**config.mk**
```make
export PLATFORM = sky130hd
export DESIGN_NAME = integer_power_by_squaring_top
export DESIGN_NICKNAME = d
export VERILOG_FILES = /design/src/sv/pwr_pkg.sv /design/src/sv/integer_power_by_squaring_top.sv /design/src/sv/pwr_fxmul.sv /design/src/sv/pwr_div.sv
export SDC_FILE = /design/constraint.sdc
export NUM_CORES = 2
export LEC_CHECK = 0
export ABC_AREA = 1
export BUFFER_PORTS_ARGS = -buffer_cell sky130_fd_sc_hd__buf_2
export CAP_MARGIN = 15
export CORE_UTILIZATION = 50
export DETAILED_ROUTE_END_ITERATION = 8
export PLACE_DENSITY_LB_ADDON = 0.15
export SKIP_LAST_GASP = 1
export SLEW_MARGIN = 20
export SYNTH_ARGS = -nofsm -noshare
export SYNTH_HDL_FRONTEND = slang
export SYNTH_SLANG_ARGS = --single-unit
```
**constraint.sdc**
```tcl
create_clock -name clk -period 10.7 [get_ports clk]
set_input_delay 0 -clock clk [delete_from_list [all_inputs] [get_ports clk]]
set_output_delay 0 -clock clk [all_outputs]
set_load 0.005 [all_outputs]
```
**src/sv/pwr_pkg.sv**
```systemverilog
// pwr_pkg: widths, limits and shared types of the fixed-point power block
// no dependencies; imported by pwr_fxmul, pwr_div and the top level
`timescale 1ns / 1ps

package pwr_pkg;

    localparam int EXP_WIDTH = 16;
    localparam int FRAC_BITS = 16;

    localparam int VAL_W      = 32;
    localparam int PROD_W     = 2 * VAL_W;
    localparam int QUO_W      = 2 * FRAC_BITS + 1;
    localparam int DIV_CNT_W  = $clog2(QUO_W + 1);

    localparam logic signed [VAL_W-1:0] VAL_MAX = {1'b0, {(VAL_W-1){1'b1}}};
    localparam logic signed [VAL_W-1:0] VAL_MIN = {1'b1, {(VAL_W-1){1'b0}}};
    localparam logic signed [VAL_W-1:0] FX_ONE  = VAL_W'(64'd1 << FRAC_BITS);

    localparam logic signed [PROD_W-1:0] WIDE_MAX = PROD_W'(VAL_MAX);
    localparam logic signed [PROD_W-1:0] WIDE_MIN = PROD_W'(VAL_MIN);

    // magnitude of the most negative value, the largest quotient a negative result takes
    localparam logic [PROD_W-1:0] NEG_LIMIT = PROD_W'(64'd1 << (VAL_W - 1));
    localparam logic [PROD_W-1:0] POS_LIMIT = PROD_W'((64'd1 << (VAL_W - 1)) - 64'd1);

    typedef struct packed {
        logic signed [VAL_W-1:0] value;
        logic                    sat;
    } mul_res_t;

    typedef struct packed {
        logic             done;
        logic [QUO_W-1:0] quotient;
    } div_res_t;

endpackage

```
**src/sv/integer_power_by_squaring_top.sv**
```systemverilog
// integer_power_by_squaring_top: square-and-multiply sequencer over one shared
// fixed-point multiplier, with a reciprocal divider; uses pwr_pkg, pwr_fxmul, pwr_div
`timescale 1ns / 1ps
//
//  channel   ports                                    handshake
//  ------    -----------------------------------      ------------------------------
//  input     base_value[31:0], exponent[15:0]         taken when start && !busy
//  result    result_value[31:0], overflow,            done high for one cycle,
//            divide_by_zero                           receiver cannot stall
//
//  one word at a time; busy stays high from the accept until the done cycle
//  the multiply loop scans the magnitude bit by bit, with an accumulate write-back per set
//  bit and a squaring write-back while higher bits remain, then one finish state
//  a negative exponent adds a pass through the one-bit-a-cycle divider
//  reset clears the sequencer and the divider control; no clearing pass is needed
//  a new word may be taken in the same cycle as done

module integer_power_by_squaring_top (
    input  logic                                clk,
    input  logic                                rst_n,
    input  logic                                start,
    output logic                                busy,
    input  logic signed [pwr_pkg::VAL_W-1:0]     base_value,
    input  logic signed [pwr_pkg::EXP_WIDTH-1:0] exponent,
    output logic                                done,
    output logic signed [pwr_pkg::VAL_W-1:0]     result_value,
    output logic                                overflow,
    output logic                                divide_by_zero
);
    import pwr_pkg::*;

    typedef enum logic [5:0] {
        S_IDLE   = 6'b000001,
        S_SCAN   = 6'b000010,
        S_ACC_WB = 6'b000100,
        S_SQ_WB  = 6'b001000,
        S_FIN    = 6'b010000,
        S_DIV    = 6'b100000
    } state_t;

    state_t                  state_reg;
    state_t                  state_next;
    logic signed [VAL_W-1:0] base_reg;
    logic signed [VAL_W-1:0] base_next;
    logic signed [VAL_W-1:0] acc_reg;
    logic signed [VAL_W-1:0] acc_next;
    logic [EXP_WIDTH-1:0]    mag_reg;
    logic [EXP_WIDTH-1:0]    mag_next;
    logic                    neg_reg;
    logic                    neg_next;
    logic                    sat_reg;
    logic                    sat_next;
    logic signed [VAL_W-1:0] result_reg;
    logic signed [VAL_W-1:0] result_next;
    logic                    ovf_reg;
    logic                    ovf_next;
    logic                    dz_reg;
    logic                    dz_next;
    logic                    done_reg;
    logic                    done_next;

    logic [EXP_WIDTH-1:0]    mag_in;
    logic [EXP_WIDTH-1:0]    mag_shr;
    logic signed [VAL_W-1:0] mul_a;
    mul_res_t                mul_res;
    logic                    div_start;
    logic [VAL_W-1:0]        div_den;
    div_res_t                div_res;
    logic [PROD_W-1:0]       q_wide;

    // two's complement magnitude; the most negative exponent maps to its own bit pattern
    assign mag_in  = exponent[EXP_WIDTH-1] ? EXP_WIDTH'(-exponent) : EXP_WIDTH'(exponent);
    assign mag_shr = mag_reg >> 1;

    // multiply acc by base when the scanned bit is set, otherwise square the base
    assign mul_a = (state_reg == S_SCAN && mag_reg[0]) ? acc_reg : base_reg;

    pwr_fxmul u_mul (
        .clk (clk),
        .a   (mul_a),
        .b   (base_reg),
        .res (mul_res)
    );

    assign div_den = acc_reg[VAL_W-1] ? VAL_W'(-acc_reg) : VAL_W'(acc_reg);
    assign q_wide  = PROD_W'(div_res.quotient);

    pwr_div u_div (
        .clk   (clk),
        .rst_n (rst_n),
        .start (div_start),
        .den   (div_den),
        .res   (div_res)
    );

    always_comb
    begin
        state_next  = state_reg;
        base_next   = base_reg;
        acc_next    = acc_reg;
        mag_next    = mag_reg;
        neg_next    = neg_reg;
        sat_next    = sat_reg;
        result_next = result_reg;
        ovf_next    = ovf_reg;
        dz_next     = dz_reg;
        done_next   = 1'b0;
        div_start   = 1'b0;
        unique case (state_reg)
            S_IDLE:
            begin
                if (start)
                begin
                    base_next  = base_value;
                    acc_next   = FX_ONE;
                    mag_next   = mag_in;
                    neg_next   = exponent[EXP_WIDTH-1];
                    sat_next   = 1'b0;
                    state_next = S_SCAN;
                end
            end
            S_SCAN:
            begin
                if (mag_reg == '0)
                begin
                    state_next = S_FIN;
                end
                else if (mag_reg[0])
                begin
                    state_next = S_ACC_WB;
                end
                else
                begin
                    // bit clear and higher bits remain: squaring is under way
                    mag_next   = mag_shr;
                    state_next = S_SQ_WB;
                end
            end
            S_ACC_WB:
            begin
                acc_next = mul_res.value;
                sat_next = sat_reg | mul_res.sat;
                mag_next = mag_shr;
                if (mag_shr != '0)
                begin
                    state_next = S_SQ_WB;
                end
                else
                begin
                    state_next = S_FIN;
                end
            end
            S_SQ_WB:
            begin
                base_next  = mul_res.value;
                sat_next   = sat_reg | mul_res.sat;
                state_next = S_SCAN;
            end
            S_FIN:
            begin
                if (!neg_reg)
                begin
                    result_next = acc_reg;
                    ovf_next    = sat_reg;
                    dz_next     = 1'b0;
                    done_next   = 1'b1;
                    state_next  = S_IDLE;
                end
                else if (acc_reg == '0)
                begin
                    result_next = VAL_MAX;
                    ovf_next    = sat_reg;
                    dz_next     = 1'b1;
                    done_next   = 1'b1;
                    state_next  = S_IDLE;
                end
                else
                begin
                    div_start  = 1'b1;
                    state_next = S_DIV;
                end
            end
            S_DIV:
            begin
                if (div_res.done)
                begin
                    dz_next    = 1'b0;
                    done_next  = 1'b1;
                    state_next = S_IDLE;
                    priority if (acc_reg[VAL_W-1] && q_wide > NEG_LIMIT)
                    begin
                        result_next = VAL_MIN;
                        ovf_next    = 1'b1;
                    end
                    else if (!acc_reg[VAL_W-1] && q_wide > POS_LIMIT)
                    begin
                        result_next = VAL_MAX;
                        ovf_next    = 1'b1;
                    end
                    else
                    begin
                        result_next = acc_reg[VAL_W-1] ? VAL_W'(PROD_W'(0) - q_wide)
                                                       : VAL_W'(q_wide);
                        ovf_next    = sat_reg;
                    end
                end
            end
            default:
            begin
                state_next = S_IDLE;
            end
        endcase
    end

    always_ff @(posedge clk or negedge rst_n)
    begin
        if (!rst_n)
        begin
            state_reg <= S_IDLE;
            done_reg  <= 1'b0;
        end
        else
        begin
            state_reg <= state_next;
            done_reg  <= done_next;
        end
    end

    always_ff @(posedge clk)
    begin
        base_reg   <= base_next;
        acc_reg    <= acc_next;
        mag_reg    <= mag_next;
        neg_reg    <= neg_next;
        sat_reg    <= sat_next;
        result_reg <= result_next;
        ovf_reg    <= ovf_next;
        dz_reg     <= dz_next;
    end

    assign busy           = (state_reg != S_IDLE);
    assign done           = done_reg;
    assign result_value   = result_reg;
    assign overflow       = ovf_reg;
    assign divide_by_zero = dz_reg;

`ifndef SYNTHESIS
    a_done_after_work: assert property (@(posedge clk) disable iff (!rst_n)
        done |-> $past(busy))
        else $error("result word without work in progress");

    a_accept_busy: assert property (@(posedge clk) disable iff (!rst_n)
        (start && !busy) |=> busy)
        else $error("accepted word did not raise busy");

    a_dz_value: assert property (@(posedge clk) disable iff (!rst_n)
        (done && divide_by_zero) |-> (result_value == VAL_MAX))
        else $error("divide by zero without saturated result");

    a_zero_exp: assert property (@(posedge clk) disable iff (!rst_n)
        (start && !busy && exponent == '0) |-> ##3
            (done && result_value == FX_ONE && !overflow && !divide_by_zero))
        else $error("zero exponent did not give one");
`endif

endmodule

```
**src/sv/pwr_fxmul.sv**
```systemverilog
// pwr_fxmul: shared fixed-point multiplier with registered product,
// arithmetic shift by the fraction bits and saturation; uses pwr_pkg
`timescale 1ns / 1ps

module pwr_fxmul (
    input  logic                            clk,
    input  logic signed [pwr_pkg::VAL_W-1:0] a,
    input  logic signed [pwr_pkg::VAL_W-1:0] b,
    output pwr_pkg::mul_res_t               res
);
    import pwr_pkg::*;

    logic signed [PROD_W-1:0] prod_reg;
    logic signed [PROD_W-1:0] prod_next;
    logic signed [PROD_W-1:0] shifted;

    always_comb
    begin
        prod_next = PROD_W'(a) * PROD_W'(b);
    end

    always_ff @(posedge clk)
    begin
        prod_reg <= prod_next;
    end

    // shift rounds toward minus infinity
    assign shifted = prod_reg >>> FRAC_BITS;

    always_comb
    begin
        priority if (shifted > WIDE_MAX)
        begin
            res.value = VAL_MAX;
            res.sat   = 1'b1;
        end
        else if (shifted < WIDE_MIN)
        begin
            res.value = VAL_MIN;
            res.sat   = 1'b1;
        end
        else
        begin
            res.value = VAL_W'(shifted);
            res.sat   = 1'b0;
        end
    end

endmodule

```
**src/sv/pwr_div.sv**
```systemverilog
// pwr_div: restoring divider, one quotient bit a cycle, of the constant
// one-squared numerator by a 32-bit magnitude; uses pwr_pkg
`timescale 1ns / 1ps

module pwr_div (
    input  logic                       clk,
    input  logic                       rst_n,
    input  logic                       start,
    input  logic [pwr_pkg::VAL_W-1:0]  den,
    output pwr_pkg::div_res_t          res
);
    import pwr_pkg::*;

    logic                 busy_reg;
    logic                 busy_next;
    logic                 done_reg;
    logic                 done_next;
    logic [DIV_CNT_W-1:0] cnt_reg;
    logic [DIV_CNT_W-1:0] cnt_next;
    logic [VAL_W-1:0]     rem_reg;
    logic [VAL_W-1:0]     rem_next;
    logic [QUO_W-1:0]     quo_reg;
    logic [QUO_W-1:0]     quo_next;
    logic [VAL_W-1:0]     den_reg;
    logic [VAL_W-1:0]     den_next;
    logic                 num_bit;
    logic [VAL_W:0]       trial;
    logic [VAL_W:0]       den_wide;
    logic                 ge;

    // the numerator has a single set bit, at position 2*FRAC_BITS
    assign num_bit  = (cnt_reg == DIV_CNT_W'(2 * FRAC_BITS));
    assign trial    = {rem_reg, num_bit};
    assign den_wide = {1'b0, den_reg};
    assign ge       = (trial >= den_wide);

    always_comb
    begin
        busy_next = busy_reg;
        done_next = 1'b0;
        cnt_next  = cnt_reg;
        rem_next  = rem_reg;
        quo_next  = quo_reg;
        den_next  = den_reg;
        if (start)
        begin
            busy_next = 1'b1;
            cnt_next  = DIV_CNT_W'(QUO_W - 1);
            rem_next  = '0;
            quo_next  = '0;
            den_next  = den;
        end
        else if (busy_reg)
        begin
            rem_next = ge ? VAL_W'(trial - den_wide) : trial[VAL_W-1:0];
            quo_next = QUO_W'({quo_reg, ge});
            cnt_next = cnt_reg - DIV_CNT_W'(1);
            if (cnt_reg == '0)
            begin
                busy_next = 1'b0;
                done_next = 1'b1;
            end
        end
    end

    always_ff @(posedge clk or negedge rst_n)
    begin
        if (!rst_n)
        begin
            busy_reg <= 1'b0;
            done_reg <= 1'b0;
            cnt_reg  <= '0;
        end
        else
        begin
            busy_reg <= busy_next;
            done_reg <= done_next;
            cnt_reg  <= cnt_next;
        end
    end

    always_ff @(posedge clk)
    begin
        rem_reg <= rem_next;
        quo_reg <= quo_next;
        den_reg <= den_next;
    end

    assign res.done     = done_reg;
    assign res.quotient = quo_reg;

endmodule
```
==> reports/qor.yml <==
cts_buffers: 35
synth-xor-area-share: 0.0194
synth_edf_count: 148
post-route-min-period_ns: 9.51
clock_latency_ns: 0.59
async_flop_share: 0.0543
drtIter0Drc: 4320
io_buffers: 86
grt_max_degree: 68
clock_sinks: 276
synth_top_cells_by_area: "fa_1 (43%), inv_1 (10%), edfxtp_1 (8.8%), nand2_1 (8.2%), nor2_1 (6.3%)"
syn-num-nets: 7354
slowest_delay_ns: 0.87
clk_pin_slew_ns: 0.07
period_share: 0.889
synth_mux_area_frac: 0
ctsResizeCount: 0
overflow: 0
cp_common_cell: "fa_1"
cts_max_level: 2
start_util: 0.507
vias: 41009
yosys.area_share.simple: 0.175
hold_viol: 0
max_freq_ghz: 0.105
synth_cells: 6003
synth_top_area_frac: 0.431
place_congestion: 0.994
final_layout_size_suffix_gt1_frac: 0.0530
core_um2: 99000
firstDrtPassIters: 6
synth_common_cells: "inv_1 (1336), nand2_1 (1093), fa_1 (1082)"
grt_pass1_vias: 42770
grt.total_usage: 0.358
slew_headroom: 0.212
dominantRegCellSynth: "edfxtp_1"
via_per_inst: 5.56
grt_pass1_wl_um: 269000
ys_seq_area_frac: 0.141
netlist_area_um2: 50200
required_ns: 11.17
largest_reg_flops: 48
antenna_left: 0
hpwl_um: 145000
die_x_um: 319
totalWireLength_um: 175000
finalMaxSlewViolations: 0
cap_violations: 0
dieArea_um2: 102000
clockBufferDepth: 3
area_delta_synth_final_pct: 7.21
grt_setup_unrepaired: "false"
path_max_fanout: 28
hold_class: "in2reg"
clock_skew_ns: 0.0299
synth_most_common_cell: "inv_1"
worst_pin_slew_ns: 1.18
die_h_um: 319
rows: 115
fin_nets: 7405
synth_fa_ha_area_frac: 0.486
avgSynthCellArea_um2: 8.37
cp-end-kind: "flip-flop"
synth_top_area_cell: "fa_1"
clockRootBuffer: "clkbuf_16"
yosys_warnings: 0
fill_cells: 9299
route.detailed.drc: 0
cts_tree: "done"
final.setup.tns_ns: 0
synth_top_family_by_area: "adder cells"
wire_per_inst_um: 23.7
synth_compound_area_frac: 0.0587
setup_viol: 0
status: "finished clean"
synthDistinctLibCells: 53
critical_path_class: "reg2reg"
io-pin-count: 87
ys_seq_elements: 276
crit_arrival_ns: 9.98
antenna_found_initial: 6
crit_path_top_delay_cell: "fa_1"
critPathLaunchType: "flip-flop"
-- worst max-delay path: cells and delay by family, from the launching register on --
kind,cells,cell delay (ns)
compound gates,4,1.19
buf+inv,10,2.06
fa+ha+maj,9,5.04
flops,1,0.36
simple gates,7,0.70
-- path summary, 6_finish.rpt --
path                                  start                  to  slack, ns  depth (start not counted)
setup / recovery               base_reg[31]  u_mul.prod_reg[61]       1.19                         30
min in group asynchronous             rst_n        state_reg[0]       0.46                          3
max in group asynchronous             rst_n    u_div.cnt_reg[1]       9.14                          4
hold / removal               base_value[25]        base_reg[25]       0.28                          4
setup reg to reg               base_reg[31]  u_mul.prod_reg[61]       1.19                         30
hold reg to reg            u_div.rem_reg[1]    u_div.rem_reg[1]       0.48                          2
-- cells by family (layout without fill, tap and decap cells) --
family | after synthesis | count (layout)
other | 0 | 2
and+or+nand+nor | 2192 | 2192
AOI/OAI and AO/OA | 532 | 532
xor gates and xnor gates | 111 | 111
buffers and inverters | 1592 | 1670
adders and majority gates | 1300 | 1300
DFF | 276 | 276
-- layout make-up --
| cell class | instances | area, µm² | area share |
|---|---|---|---|
| sequential | 276 | 7080 | 0.132 |
| clock buffer | 44 | 920 | 0.0171 |
| clock inverter | 20 | 238 | 0.00441 |
| tap | 1287 | 1610 | 0.0299 |
| inverter | 1362 | 5110 | 0.0950 |
| multi-input combinational | 4135 | 37100 | 0.689 |
| antenna | 2 | 5.00 | 0.0000929 |
| timing repair buffer | 244 | 1790 | 0.0332 |
-- what timing repair did --
item                       CTS  global route
hold endpoints to repair    69             0
setup endpoints to repair    0             0
hold buffers                57             0
buffers inserted             0             0
-- routing by layer --
layer	up-vias	part of all wire	global-route usage
li1	17915	-	-
met2	2285	0.43	0.527
met5	-	0.00028	0
met3	436	0.14	0.144
met1	20365	0.39	0.471
met4	8	0.049	0.139
-- layout by cell type, fill, tap and decap left out, types with 8 or more instances in the layout --
cell type      count
a21oi_1          179
a22oi_1           32
a31oi_1           25
buf_2             86
buf_4             99
clkbuf_1           8
clkbuf_16         35
dfrtp_1           14
dfxtp_1          113
dlygate4sd3_1     57
edfxtp_1         148
fa_1            1082
ha_1             218
inv_1           1335
inv_2             22
nand2_1         1093
nand2_2            8
nand3_1           91
nand4_1           52
nor2_1           846
nor3_1            39
nor4_1            24
o211ai_1           9
o21ai_0          216
o21ai_1           19
o21ai_2            9
o31ai_1            8
or2_2             13
xnor2_1           33
xor2_1            78
-- per-stage QoR --
stage | util | cell area, µm² | setup slack, ns | hold slack (ns) | cells
6_report | 0.544 | 53900 | 1.19 | 0.280 | 7370
5_1_grt | 0.544 | 53800 | 0.797 | 0.284 | 7368
4_1_cts | 0.544 | 53800 | 1.31 | 0.247 | 7366
3_3_place_gp | 0.526 | 52100 | 1.45 | -0.0688 | 7245
2_1_floorplan | - | 50200 | 2.55 | -0.296 | 6003
3_5_place_dp | 0.526 | 52100 | 1.35 | -0.0692 | 7245
Power is not shown: default switching activity piles up to over one toggle a cycle in this logic, so the estimate is an artifact.
